===== src/hdl/edid_detailed_timing_decode_defines.svh =====
// ----------------------------------------------------------------------------
// EDID detailed timing decode - assertion macros
// Concurrent assertion forms for the decoder top level.
// ----------------------------------------------------------------------------
`ifndef EDID_DETAILED_TIMING_DECODE_DEFINES_SVH
`define EDID_DETAILED_TIMING_DECODE_DEFINES_SVH

// Same-cycle implication, disabled while reset is asserted.
`define EDT_ASSERT_IMPL(lbl, clk, rstn, ante, cons) \
  lbl: assert property (@(posedge clk) disable iff (!rstn) (ante) |-> (cons)) \
    else $error("edt assertion failed");

// Implication with a fixed delay in cycles.
`define EDT_ASSERT_DELAY(lbl, clk, rstn, ante, dly, cons) \
  lbl: assert property (@(posedge clk) disable iff (!rstn) (ante) |-> ##dly (cons)) \
    else $error("edt latency assertion failed");

`endif


===== src/hdl/edt_pkg.sv =====
// ----------------------------------------------------------------------------
// EDID detailed timing decode - package
// Widths, codes and payload types shared by the decoder modules.
// ----------------------------------------------------------------------------
package edt_pkg;

  // Field widths
  localparam int unsigned ActW    = 12;
  localparam int unsigned SumW    = 13;
  localparam int unsigned ClkW    = 16;
  localparam int unsigned RefW    = 10;
  localparam int unsigned ScaleW  = 14;
  localparam int unsigned FrameW  = 2 * SumW;
  localparam int unsigned HzW     = ClkW + ScaleW;
  localparam int unsigned NumW    = HzW + 1;
  localparam int unsigned CmpW    = FrameW + RefW;

  // Divider layout: quotient bits resolved per stage
  localparam int unsigned DivBits   = 2;
  localparam int unsigned DivStages = RefW / DivBits;
  // unpack, multiply, numerator prep, then the divide stages
  localparam int unsigned Latency   = 3 + DivStages;

  // 10 kHz units to Hz
  localparam logic [ScaleW-1:0] ClkScale   = 14'd10000;
  localparam logic [RefW-1:0]   RefreshMax = '1;

  // Status codes
  localparam logic [1:0] StatusOk        = 2'd0;
  localparam logic [1:0] StatusStereo    = 2'd1;
  localparam logic [1:0] StatusZeroTotal = 2'd2;

  // Sync type code for digital separate sync
  localparam logic [1:0] SyncDigitalSep  = 2'b11;

  // Stereo code for a plain, non-stereo mode
  localparam logic [1:0] StereoNone      = 2'b00;

  typedef struct packed {
    logic [15:0] pixel_clock_raw;
    logic [23:0] horiz_bytes;
    logic [23:0] vert_bytes;
    logic [31:0] sync_bytes;
    logic [7:0]  feature_byte;
  } edt_item_t;

  typedef struct packed {
    logic [ActW-1:0] h_active;
    logic [ActW-1:0] v_active;
    logic [SumW-1:0] h_total;
    logic [SumW-1:0] h_sync_start;
    logic [SumW-1:0] h_sync_end;
    logic [SumW-1:0] v_total;
    logic [SumW-1:0] v_sync_start;
    logic [SumW-1:0] v_sync_end;
    logic [ClkW-1:0] pixel_clock_10khz;
    logic [RefW-1:0] refresh_hz;
    logic [3:0]      mode_flags;
    logic [1:0]      status;
  } edt_result_t;

  // Decoded timing travelling down the pipe beside the rate math
  typedef struct packed {
    logic [ActW-1:0] h_active;
    logic [ActW-1:0] v_active;
    logic [SumW-1:0] h_total;
    logic [SumW-1:0] h_sync_start;
    logic [SumW-1:0] h_sync_end;
    logic [SumW-1:0] v_total;
    logic [SumW-1:0] v_sync_start;
    logic [SumW-1:0] v_sync_end;
    logic [ClkW-1:0] pixel_clock_10khz;
    logic [3:0]      mode_flags;
    logic [1:0]      status;
    logic            rate_en;
  } edt_timing_t;

endpackage


===== src/hdl/edt_unpack.sv =====
// ----------------------------------------------------------------------------
// EDID detailed timing decode - unpack stage
// Splits the descriptor bytes into counts and forms totals and sync edges.
// ----------------------------------------------------------------------------
module edt_unpack (
  input  logic                clk_i,
  input  logic                rst_ni,
  input  logic                valid_i,
  input  edt_pkg::edt_item_t  item_i,
  output logic                valid_o,
  output edt_pkg::edt_timing_t timing_o
);
  import edt_pkg::*;

  logic [7:0]      b2, b3, b4, b5, b6, b7, b8, b9, b10, b11, feat;
  logic [ActW-1:0] hact, hblk, vact, vblk;
  logic [9:0]      hoff, hwid;
  logic [5:0]      voff, vwid;
  logic            stereo, sep_sync, zero_tot;
  edt_timing_t     timing_d, timing_q;
  logic            valid_q;

  // byte slicing
  assign b2   = item_i.horiz_bytes[7:0];
  assign b3   = item_i.horiz_bytes[15:8];
  assign b4   = item_i.horiz_bytes[23:16];
  assign b5   = item_i.vert_bytes[7:0];
  assign b6   = item_i.vert_bytes[15:8];
  assign b7   = item_i.vert_bytes[23:16];
  assign b8   = item_i.sync_bytes[7:0];
  assign b9   = item_i.sync_bytes[15:8];
  assign b10  = item_i.sync_bytes[23:16];
  assign b11  = item_i.sync_bytes[31:24];
  assign feat = item_i.feature_byte;

  // 12-bit counts, split offsets and widths
  assign hact = {b4[7:4], b2};
  assign hblk = {b4[3:0], b3};
  assign vact = {b7[7:4], b5};
  assign vblk = {b7[3:0], b6};
  assign hoff = {b11[7:6], b8};
  assign hwid = {b11[5:4], b9};
  assign voff = {b11[3:2], b10[7:4]};
  assign vwid = {b11[1:0], b10[3:0]};

  assign stereo   = feat[6] | feat[5];
  assign sep_sync = (feat[4:3] == SyncDigitalSep) && !stereo;

  // totals, sync edges, flags and status
  always_comb begin
    timing_d.h_active          = hact;
    timing_d.v_active          = vact;
    timing_d.h_total           = SumW'(hact) + SumW'(hblk);
    timing_d.h_sync_start      = SumW'(hact) + SumW'(hoff);
    timing_d.h_sync_end        = SumW'(hact) + SumW'(hoff) + SumW'(hwid);
    timing_d.v_total           = SumW'(vact) + SumW'(vblk);
    timing_d.v_sync_start      = SumW'(vact) + SumW'(voff);
    timing_d.v_sync_end        = SumW'(vact) + SumW'(voff) + SumW'(vwid);
    timing_d.pixel_clock_10khz = item_i.pixel_clock_raw;
    timing_d.mode_flags        = {sep_sync & feat[2], sep_sync & feat[1], sep_sync, feat[7]};
    zero_tot = (timing_d.h_total == '0) || (timing_d.v_total == '0);
    if (stereo) begin
      timing_d.status = StatusStereo;
    end else if (zero_tot) begin
      timing_d.status = StatusZeroTotal;
    end else begin
      timing_d.status = StatusOk;
    end
    timing_d.rate_en = !stereo && !zero_tot;
  end

  always_ff @(posedge clk_i or negedge rst_ni) begin
    if (!rst_ni) begin
      valid_q <= 1'b0;
    end else begin
      valid_q <= valid_i;
    end
  end

  always_ff @(posedge clk_i) begin
    timing_q <= timing_d;
  end

  assign valid_o  = valid_q;
  assign timing_o = timing_q;

endmodule


===== src/hdl/edt_mul.sv =====
// ----------------------------------------------------------------------------
// EDID detailed timing decode - multiply stage
// Forms the frame total and the pixel clock in hertz.
// ----------------------------------------------------------------------------
module edt_mul (
  input  logic                        clk_i,
  input  logic                        rst_ni,
  input  logic                        valid_i,
  input  edt_pkg::edt_timing_t        timing_i,
  output logic                        valid_o,
  output edt_pkg::edt_timing_t        timing_o,
  output logic [edt_pkg::FrameW-1:0]  frame_o,
  output logic [edt_pkg::HzW-1:0]     hz_o
);
  import edt_pkg::*;

  logic              valid_q;
  edt_timing_t       timing_q;
  logic [FrameW-1:0] frame_d, frame_q;
  logic [HzW-1:0]    hz_d, hz_q;

  // two independent products, registered
  assign frame_d = FrameW'(timing_i.h_total) * FrameW'(timing_i.v_total);
  assign hz_d    = HzW'(timing_i.pixel_clock_10khz) * HzW'(ClkScale);

  always_ff @(posedge clk_i or negedge rst_ni) begin
    if (!rst_ni) begin
      valid_q <= 1'b0;
    end else begin
      valid_q <= valid_i;
    end
  end

  always_ff @(posedge clk_i) begin
    timing_q <= timing_i;
    frame_q  <= frame_d;
    hz_q     <= hz_d;
  end

  assign valid_o  = valid_q;
  assign timing_o = timing_q;
  assign frame_o  = frame_q;
  assign hz_o     = hz_q;

endmodule


===== src/hdl/edt_div.sv =====
// ----------------------------------------------------------------------------
// EDID detailed timing decode - refresh divider
// Rounded, saturating refresh quotient by a pipelined restoring divider.
// ----------------------------------------------------------------------------
module edt_div (
  input  logic                        clk_i,
  input  logic                        rst_ni,
  input  logic                        valid_i,
  input  edt_pkg::edt_timing_t        timing_i,
  input  logic [edt_pkg::FrameW-1:0]  frame_i,
  input  logic [edt_pkg::HzW-1:0]     hz_i,
  output logic                        done_o,
  output edt_pkg::edt_result_t        result_o
);
  import edt_pkg::*;

  logic [NumW-1:0]   num_d;
  logic              sat_d;

  // stage 0 is the numerator prep, stages 1..DivStages divide
  logic              valid_q  [DivStages+1];
  logic              sat_q    [DivStages+1];
  edt_timing_t       timing_q [DivStages+1];
  logic [NumW-1:0]   rem_q    [DivStages];
  logic [FrameW-1:0] frame_q  [DivStages];
  logic [RefW-1:0]   quo_q    [1:DivStages];
  logic [RefW-1:0]   refresh;
  edt_timing_t       tl;

  // rounding numerator and overflow check against frame * 2^RefW
  assign num_d = NumW'(hz_i) + NumW'(frame_i >> 1);
  assign sat_d = CmpW'(num_d) >= {frame_i, {RefW{1'b0}}};

  always_ff @(posedge clk_i or negedge rst_ni) begin
    if (!rst_ni) begin
      valid_q[0] <= 1'b0;
    end else begin
      valid_q[0] <= valid_i;
    end
  end

  always_ff @(posedge clk_i) begin
    sat_q[0]    <= sat_d;
    timing_q[0] <= timing_i;
    rem_q[0]    <= num_d;
    frame_q[0]  <= frame_i;
  end

  // divide stages, DivBits quotient bits each, MSB first
  for (genvar s = 1; s <= DivStages; s++) begin : g_stage
    logic [NumW-1:0] rem_c [DivBits+1];
    logic [RefW-1:0] quo_c [DivBits+1];

    assign rem_c[0] = rem_q[s-1];
    if (s == 1) begin : g_first
      assign quo_c[0] = '0;
    end else begin : g_next
      assign quo_c[0] = quo_q[s-1];
    end

    for (genvar b = 0; b < DivBits; b++) begin : g_bit
      localparam int unsigned K = RefW - 1 - (s - 1) * DivBits - b;
      logic [CmpW-1:0] dvs;
      logic            fits;
      assign dvs        = CmpW'(frame_q[s-1]) << K;
      assign fits       = CmpW'(rem_c[b]) >= dvs;
      assign rem_c[b+1] = fits ? NumW'(CmpW'(rem_c[b]) - dvs) : rem_c[b];
      assign quo_c[b+1] = {quo_c[b][RefW-2:0], fits};
    end

    always_ff @(posedge clk_i or negedge rst_ni) begin
      if (!rst_ni) begin
        valid_q[s] <= 1'b0;
      end else begin
        valid_q[s] <= valid_q[s-1];
      end
    end

    always_ff @(posedge clk_i) begin
      sat_q[s]    <= sat_q[s-1];
      timing_q[s] <= timing_q[s-1];
      quo_q[s]    <= quo_c[DivBits];
    end

    if (s < DivStages) begin : g_carry
      always_ff @(posedge clk_i) begin
        rem_q[s]   <= rem_c[DivBits];
        frame_q[s] <= frame_q[s-1];
      end
    end
  end

  // result assembly: saturate, blank for stereo or zero total
  assign tl = timing_q[DivStages];
  always_comb begin
    if (!tl.rate_en) begin
      refresh = '0;
    end else if (sat_q[DivStages]) begin
      refresh = RefreshMax;
    end else begin
      refresh = quo_q[DivStages];
    end
  end

  always_comb begin
    result_o.h_active          = tl.h_active;
    result_o.v_active          = tl.v_active;
    result_o.h_total           = tl.h_total;
    result_o.h_sync_start      = tl.h_sync_start;
    result_o.h_sync_end        = tl.h_sync_end;
    result_o.v_total           = tl.v_total;
    result_o.v_sync_start      = tl.v_sync_start;
    result_o.v_sync_end        = tl.v_sync_end;
    result_o.pixel_clock_10khz = tl.pixel_clock_10khz;
    result_o.refresh_hz        = refresh;
    result_o.mode_flags        = tl.mode_flags;
    result_o.status            = tl.status;
  end

  assign done_o = valid_q[DivStages];

endmodule


===== src/hdl/edid_detailed_timing_decode.sv =====
// ----------------------------------------------------------------------------
// EDID detailed timing decode - top level
// Decodes one detailed timing descriptor per cycle into timing and refresh.
// ----------------------------------------------------------------------------
// Usage:
//   Drive item_i with the used descriptor bytes and pulse start. A descriptor
//   transfers on every rising edge where start is high and busy is low; busy
//   is held low, so a new descriptor may follow in every cycle.
//   The decoded result appears on result_o for exactly one cycle, marked by
//   done_o, once the accepted descriptor has passed every stage register.
//   Throughput is one descriptor per cycle. The depth is set by the unpack
//   stage, the multiply stage, the numerator stage and five restoring divide
//   stages of two quotient bits each.
//   The receiver cannot hold results off; every result must be taken in the
//   cycle that done_o is high.
//   Reset (rst_ni low, asynchronous) clears all valid bits: descriptors in
//   flight are dropped and no done_o strobe follows from them.
// ----------------------------------------------------------------------------
`include "edid_detailed_timing_decode_defines.svh"

module edid_detailed_timing_decode (
  input  logic                 clk_i,
  input  logic                 rst_ni,
  input  logic                 start,
  output logic                 busy,
  input  edt_pkg::edt_item_t   item_i,
  output logic                 done_o,
  output edt_pkg::edt_result_t result_o
);
  import edt_pkg::*;

  logic              accept;
  logic              unp_valid, mul_valid;
  edt_timing_t       unp_timing, mul_timing;
  logic [FrameW-1:0] frame;
  logic [HzW-1:0]    hz;

  // pipeline never stalls
  assign busy   = 1'b0;
  assign accept = start && !busy;

  edt_unpack u_unpack (
    .clk_i    (clk_i),
    .rst_ni   (rst_ni),
    .valid_i  (accept),
    .item_i   (item_i),
    .valid_o  (unp_valid),
    .timing_o (unp_timing)
  );

  edt_mul u_mul (
    .clk_i    (clk_i),
    .rst_ni   (rst_ni),
    .valid_i  (unp_valid),
    .timing_i (unp_timing),
    .valid_o  (mul_valid),
    .timing_o (mul_timing),
    .frame_o  (frame),
    .hz_o     (hz)
  );

  edt_div u_div (
    .clk_i    (clk_i),
    .rst_ni   (rst_ni),
    .valid_i  (mul_valid),
    .timing_i (mul_timing),
    .frame_i  (frame),
    .hz_i     (hz),
    .done_o   (done_o),
    .result_o (result_o)
  );

  // every transfer in gives a result after the full pipe depth
  `EDT_ASSERT_DELAY(a_latency, clk_i, rst_ni, accept, 8, done_o)
  // stereo or zero total never carries a refresh value
  `EDT_ASSERT_IMPL(a_rate_blank, clk_i, rst_ni, done_o && (result_o.status != StatusOk), result_o.refresh_hz == '0)
  // stereo suppresses all polarity bits
  `EDT_ASSERT_IMPL(a_stereo_pol, clk_i, rst_ni, done_o && (result_o.status == StatusStereo), result_o.mode_flags[3:1] == 3'b000)
  // a zero total outside stereo must be flagged
  `EDT_ASSERT_IMPL(a_zero_total, clk_i, rst_ni, done_o && (result_o.status != StatusStereo) && ((result_o.h_total == '0) || (result_o.v_total == '0)), result_o.status == StatusZeroTotal)

endmodule

===== config.mk =====
export PLATFORM = sky130hd
export DESIGN_NAME = edid_detailed_timing_decode
export DESIGN_NICKNAME = d
export VERILOG_FILES = /design/src/hdl/edt_pkg.sv /design/src/hdl/edt_unpack.sv /design/src/hdl/edt_mul.sv /design/src/hdl/edt_div.sv /design/src/hdl/edid_detailed_timing_decode.sv
export VERILOG_INCLUDE_DIRS = /design/src /design/src/hdl
export SDC_FILE = /design/constraint.sdc
export NUM_CORES = 2
export LEC_CHECK = 0
export ABC_AREA = 0
export CORE_MARGIN = 2
export CORE_UTILIZATION = 43
export CTS_CLUSTER_DIAMETER = 30
export DETAILED_ROUTE_END_ITERATION = 8
export DONT_BUFFER_PORTS = 1
export PLACE_DENSITY = 0.65
export SYNTH_ARGS = -nofsm -noshare
export SYNTH_HDL_FRONTEND = slang
export SYNTH_HIERARCHICAL = 1
export SYNTH_SLANG_ARGS = --single-unit

===== constraint.sdc =====
create_clock -name clk_i -period 6.3 [get_ports clk_i]
set_input_delay 0.315 -clock clk_i [delete_from_list [all_inputs] [get_ports clk_i]]
set_output_delay 0.315 -clock clk_i [all_outputs]
set_load 0.005 [all_outputs]

Word level (Yosys, flattened, before mapping) --
Memory sizes are Yosys's and may differ from the RTL's. Index checks and enable logic that the tools add are counted.
Cells by class: equality and inequality tests 1, muxes and demuxes 12, $mul 2, bitwise operators 3, order comparisons 11, reduce and logical (&&, ||, !) cells 7, $add $sub $neg 16
Operators with widths (count):
- 2-to-1 mux 31 bit | 9
- subtractor 31 bit | 5
- greater-or-equal comparator 31 x 36 -> 1 bit | 1
- greater-or-equal comparator 31 x 35 -> 1 bit | 1
- greater-or-equal comparator 31 x 34 -> 1 bit | 1
- greater-or-equal comparator 31 x 33 -> 1 bit | 1
- greater-or-equal comparator 31 x 32 -> 1 bit | 1
- adder 30 x 25 -> 31 bit | 1
- greater-or-equal comparator 31 x 26 -> 1 bit | 1
- greater-or-equal comparator 31 x 27 -> 1 bit | 1
- greater-or-equal comparator 31 x 28 -> 1 bit | 1
- greater-or-equal comparator 31 x 29 -> 1 bit | 1
- greater-or-equal comparator 31 x 30 -> 1 bit | 1
- greater-or-equal comparator 31 bit | 1
- subtractor 31 x 27 -> 31 bit | 1
- subtractor 31 x 28 -> 31 bit | 1
- subtractor 31 x 29 -> 31 bit | 1
- subtractor 31 x 30 -> 31 bit | 1
- adder 12 x 12 -> 13 bit | 2
- logical NOT 13 bit | 2
- multiplier 13 x 13 -> 26 bit | 1
- multiplier 16 x 10 -> 26 bit, second input constant | 1
- 2-to-1 mux 10 bit | 2
- adder 12 x 10 -> 13 bit | 1
- 10 further kinds | 13
Storage, ports and cells: RAM bits 1091, memories kept 5, bits of input ports 107, flip-flop bits (word level) 310, output and inout bits 136
Memories:
- u_div.timing_q | depth 6, bits a word 125, read ports 6, clocked after memory_dff 0, wr ports 6, line edt_div.sv:23 | edt_timing_t timing_q [DivStages+1];
- u_div.rem_q | depth 5, bits a word 31, read ports 5, clocked after memory_dff 0, wr ports 5, line edt_div.sv:24 | logic [NumW-1:0] rem_q [DivStages];
- u_div.frame_q | depth 5, bits a word 26, read ports 5, clocked after memory_dff 0, wr ports 5, line edt_div.sv:25 | logic [FrameW-1:0] frame_q [DivStages];
- u_div.quo_q | depth 5, bits a word 10, read ports 5, clocked after memory_dff 0, wr ports 5, line edt_div.sv:26 | logic [RefW-1:0] quo_q [1:DivStages];
- u_div.sat_q | depth 6, bits a word 1, read ports 6, clocked after memory_dff 0, wr ports 6, line edt_div.sv:22 | logic sat_q [DivStages+1];

Depth between registers and ports, before layout --
word-level depth 5, mapped depth 29

By module --
Netlist, hierarchy kept.
By module, submodules not included:
- edt_div | seq. area each 21590.7 um^2, cells each 3567, area an instance 39228.9 um^2, times used 1
- edt_mul | seq. area each 3488.3 um^2, cells each 1145, area an instance 11722.5 um^2, times used 1
- edt_unpack | seq. area each 2527.4 um^2, cells each 497, area an instance 5257.5 um^2, times used 1
- edid_detailed_timing_decode | seq. area each 0.0 um^2, cells each 2, area an instance 11.3 um^2, times used 1

Worst setup path before layout --
OpenSTA, ideal clock, no wires.
path kind flip-flop to flip-flop, start point memory u_div/rem_q[0][67] (netlist bit), end point memory u_div/rem_q[0][106] (netlist bit), required time 6179 ps, buffers on the path 4, period minus slack after synthesis 6204 ps, path slack 96 ps, stages on the path, launching flop included 29, arrival 6083 ps, cell sequence dfxtp_1 > inv_1 > ha_1 > inv_1 > fa_1 > a21o_1 > a221oi_2 > o221ai_2 > a311o_1 > a31o_1 > a31oi_4 > o21ai_0 > clkbuf_1 > clkbuf_1 > o21ai_0 > inv_1 > ha_1 > nor2b_1 > o211ai_1 > a21boi_0 > o211ai_1 > nand2_1 > a211oi_1 > a21oi_1 > a31o_2 > nor3b_1 > buf_6 > buf_6 > mux2_4
RTL lines (line):
- start, declared | edt_div.sv:24

==> flow_metrics.tcl <==
set metrics [dict create \
    status "finished clean" \
    final_layout_size_suffix_gt1_frac 0.132 \
    finalWeightedCongestion 0.887 \
    pre_cts_slack_ns 0.240 \
    ys_seq_elements 1377 \
    clock_latency_ns 0.83 \
    yosysUniqueCellTypes 103 \
    coreArea_um2 130000 \
    syn_inst 5211 \
    start_util 0.434 \
    slew_headroom 0.345 \
    clkTransAtPathRegs_ns 0.05 \
    min_period_ns 6.07 \
    fin_util 0.523 \
    final_nets 6265 \
    area_growth_pct 20.6 \
    grtUsageTotal 0.188 \
    maxSlewViolCount 0 \
    die_h_um 366 \
    cts_max_level 4 \
    wl_per_cell_um 16.9 \
    firstDrtPassIters 7 \
    tightest_slew_ns 0.979 \
    worst-setup-path-type "reg2reg" \
    dp_hpwl_um 93900 \
    antenna_found_initial 15 \
    die_area_um2 134000 \
    setup_violations 0 \
    grt_start_max_net_pins 27 \
    fin_skew_ns 0.0986 \
    final-seq-area_um2 27600 \
    io_pins 243 \
    path_max_fanout 14 \
    fmax_mhz 165 \
    syn_avg_cell_area_um2 10.8 \
    cts_tree "yes" \
    synth_ff_type "dfxtp_1" \
    fin_crit_sh 0.963 \
    min_path_type "in2reg" \
    async_flop_share 0.00581 \
    grt_pass1_vias 36800 \
    cp.required_ns 6.93 \
    cp.arrival_ns 6.69 \
    grt_first_pass_wirelength_um 197000 \
    clock_path_buffers 3 \
    hold_viol 0 \
    startpoint_type "flop" \
    cts_root_buffer "clkbuf_16" \
    fp.dieW_um 366 \
    maxCapViolations 0 \
    drc 0 \
    fin_ws_ns 0.235 \
    fillers 11200 \
    cts-buffers-inserted 224 \
    ys_warn_count 6 \
    std_cell_rows 132 \
    portBuffers 0 \
    drtIter0Drc 1931 \
    final_antenna_net_count 0 \
    multi_input_area_um2 25400 \
    ys_seq_area_frac 0.491 \
    wl_um 126000 \
    cp-end-kind "flop" \
    vias_per_cell 4.88 \
    clock-sinks 1377 \
    synth_edf_count 0 \
    synth_area_um2 56200 \
    vias 36400 \
    grt.overflow.total 0 \
]
[logic make-up (layout without fill, tap and decap cells)]
kind of cell	count (synthesis)	in the layout	share of synthesized area
other	2	17	0.000134
buffers and inverters	730	1208	0.0586
multiplexers	143	143	0.0296
XOR/XNOR	301	301	0.0469
AO/OA/AOI/OAI	1013	1013	0.117
adder cells (fa/ha/maj)	666	666	0.171
flip-flops	1377	1377	0.491
AND/OR/NAND/NOR	979	979	0.0855
[cell usage after synthesis (6+ instances only)]
cell | instances | area [um2]
o21ai_0 | 168 | 841
nor3b_1 | 7 | 52.6
mux2i_1 | 11 | 110
inv_1 | 508 | 1910
a211oi_1 | 29 | 218
nand4_1 | 57 | 357
a2111oi_0 | 7 | 61.3
a31oi_1 | 36 | 225
a221o_1 | 6 | 60.1
nand3_1 | 70 | 350
mux2_2 | 113 | 1270
nor2_1 | 237 | 890
buf_2 | 7 | 35.0
fa_1 | 172 | 3440
a21o_1 | 155 | 1160
nor3_1 | 57 | 285
or4_1 | 9 | 67.6
o31ai_1 | 19 | 143
o211ai_1 | 22 | 165
mux2_4 | 18 | 270
nor2b_1 | 38 | 238
nor4_1 | 18 | 113
or3_1 | 14 | 87.6
nand2_1 | 268 | 1010
a41oi_1 | 6 | 52.6
buf_4 | 133 | 998
dfrtp_1 | 8 | 200
ha_1 | 494 | 6180
a21boi_0 | 10 | 75.1
a21oi_1 | 319 | 1600
o31a_1 | 11 | 96.3
xnor2_1 | 193 | 1690
o21a_1 | 74 | 556
dfxtp_1 | 1369 | 27400
clkbuf_1 | 73 | 274
xor2_1 | 108 | 946
and3_1 | 21 | 131
nand2b_1 | 31 | 194
o21bai_1 | 54 | 405
o221ai_1 | 6 | 52.6
a221oi_1 | 8 | 70.1
and2_1 | 104 | 651
or2_2 | 18 | 113
buf_6 | 6 | 67.6
a31o_2 | 8 | 70.1
[cell type report]
class / count / share of cell area
antenna: 12 / 0.000443
multi-input combinational: 3107 / 0.375
sequential: 1377 / 0.407
clock buffer: 242 / 0.0856
clock inverter: 184 / 0.0347
inverter: 510 / 0.0283
tap: 1742 / 0.0321
timing repair buffer: 272 / 0.0367
[worst max-delay path, cell delays in order (launching register included)]
cell and delay, ns:
dfxtp_1 0.39, ha_1 0.17, inv_1 0.06, fa_1 0.40, a21o_1 0.21, a221oi_2 0.28
o221ai_2 0.19, a311o_1 0.35, a31o_1 0.28, a31oi_4 0.20, o21ai_2 0.17, buf_4 0.23
mux2_2 0.31, ha_1 0.30, a21oi_1 0.22, nand2b_1 0.08, o211ai_1 0.24, nand2_1 0.13
a211oi_2 0.36, a21oi_2 0.15, a31o_2 0.29, nor3b_4 0.23, buf_12 0.15, buf_6 0.20
mux2_4 0.31
[registers in the layout (all words and copies together), names as in the netlist]
register / flops
u_div/timing_q: 750
u_div/rem_q: 155
u_div/frame_q: 130
u_mul/timing_o: 125
u_unpack/timing_o: 125
u_div/quo_q: 30
u_mul/frame_o: 26
u_mul/hz_o: 22
u_div/sat_q: 6
u_div/valid_q: 5
u_div/done_o: 1
u_mul/valid_o: 1
u_unpack/valid_o: 1
[routing by layer]
metal  up-vias  wire length, um  GRT usage
li1      18200                -          -
met1     17100            56500      0.236
met2       757            58900      0.311
met3       246             5660     0.0390
met4         2             5070     0.0839
met5         -               13          0
[layout by cell type (no fill, tap or decap), types with 38 or more instances in the layout]
master	synthesis	final
inv_6	0	49
and2_1	104	104
mux2_2	113	113
inv_1	508	508
o21bai_1	54	54
o21ai_0	168	166
a21oi_1	319	317
o21a_1	74	74
clkbuf_16	0	226
a21o_1	155	155
nor2b_1	38	38
dlygate4sd3_1	0	148
dfxtp_1	1369	1368
xnor2_1	193	193
nand2_1	268	268
ha_1	494	494
buf_4	133	117
fa_1	172	172
nor2_1	237	236
xor2_1	108	108
nor3_1	57	57
nand3_1	70	70
nand4_1	57	57
[per-stage QoR]
stage | TNS [ns] | hold WS (ns) | area (um2) | std cells
floorplan | 0 | 0.0194 | 56200 | 5214
global placement | 0 | 0.0195 | 58000 | 6856
detailed placement | 0 | 0.0195 | 58000 | 6856
CTS | 0 | 0.00536 | 67700 | 7430
global route | -0.0231 | 0.00814 | 67800 | 7443
finish | 0 | 0.0659 | 67800 | 7446
[repair_timing]
action                                  4_1_cts  5_1_grt
buffers inserted                              0        2
endpoints found under the setup margin        0       54
hold buffers                                148        0
resized for setup                             0       14
hold endpoints to repair                    134        0
[worst paths after layout]
check,slack (ns),depth (start not counted),from,end
worst max register to register,0.23,24,u_div/frame_q[0][52],u_div/rem_q[0][107]
max in group asynchronous,5.68,2,rst_ni,u_div/valid_q[5]
worst max-delay path,0.23,24,u_div/frame_q[0][52],u_div/rem_q[0][107]
min in group asynchronous,0.36,2,rst_ni,u_mul/valid_o
worst min register to register,0.27,0,u_unpack/timing_o[108],u_mul/timing_o[108]
worst min-delay path,0.07,1,item_i[90],u_unpack/timing_o[9]
Power is left out: the tool's default activity adds up to more than one toggle a clock period on the data nets, which glitch-free logic cannot reach.
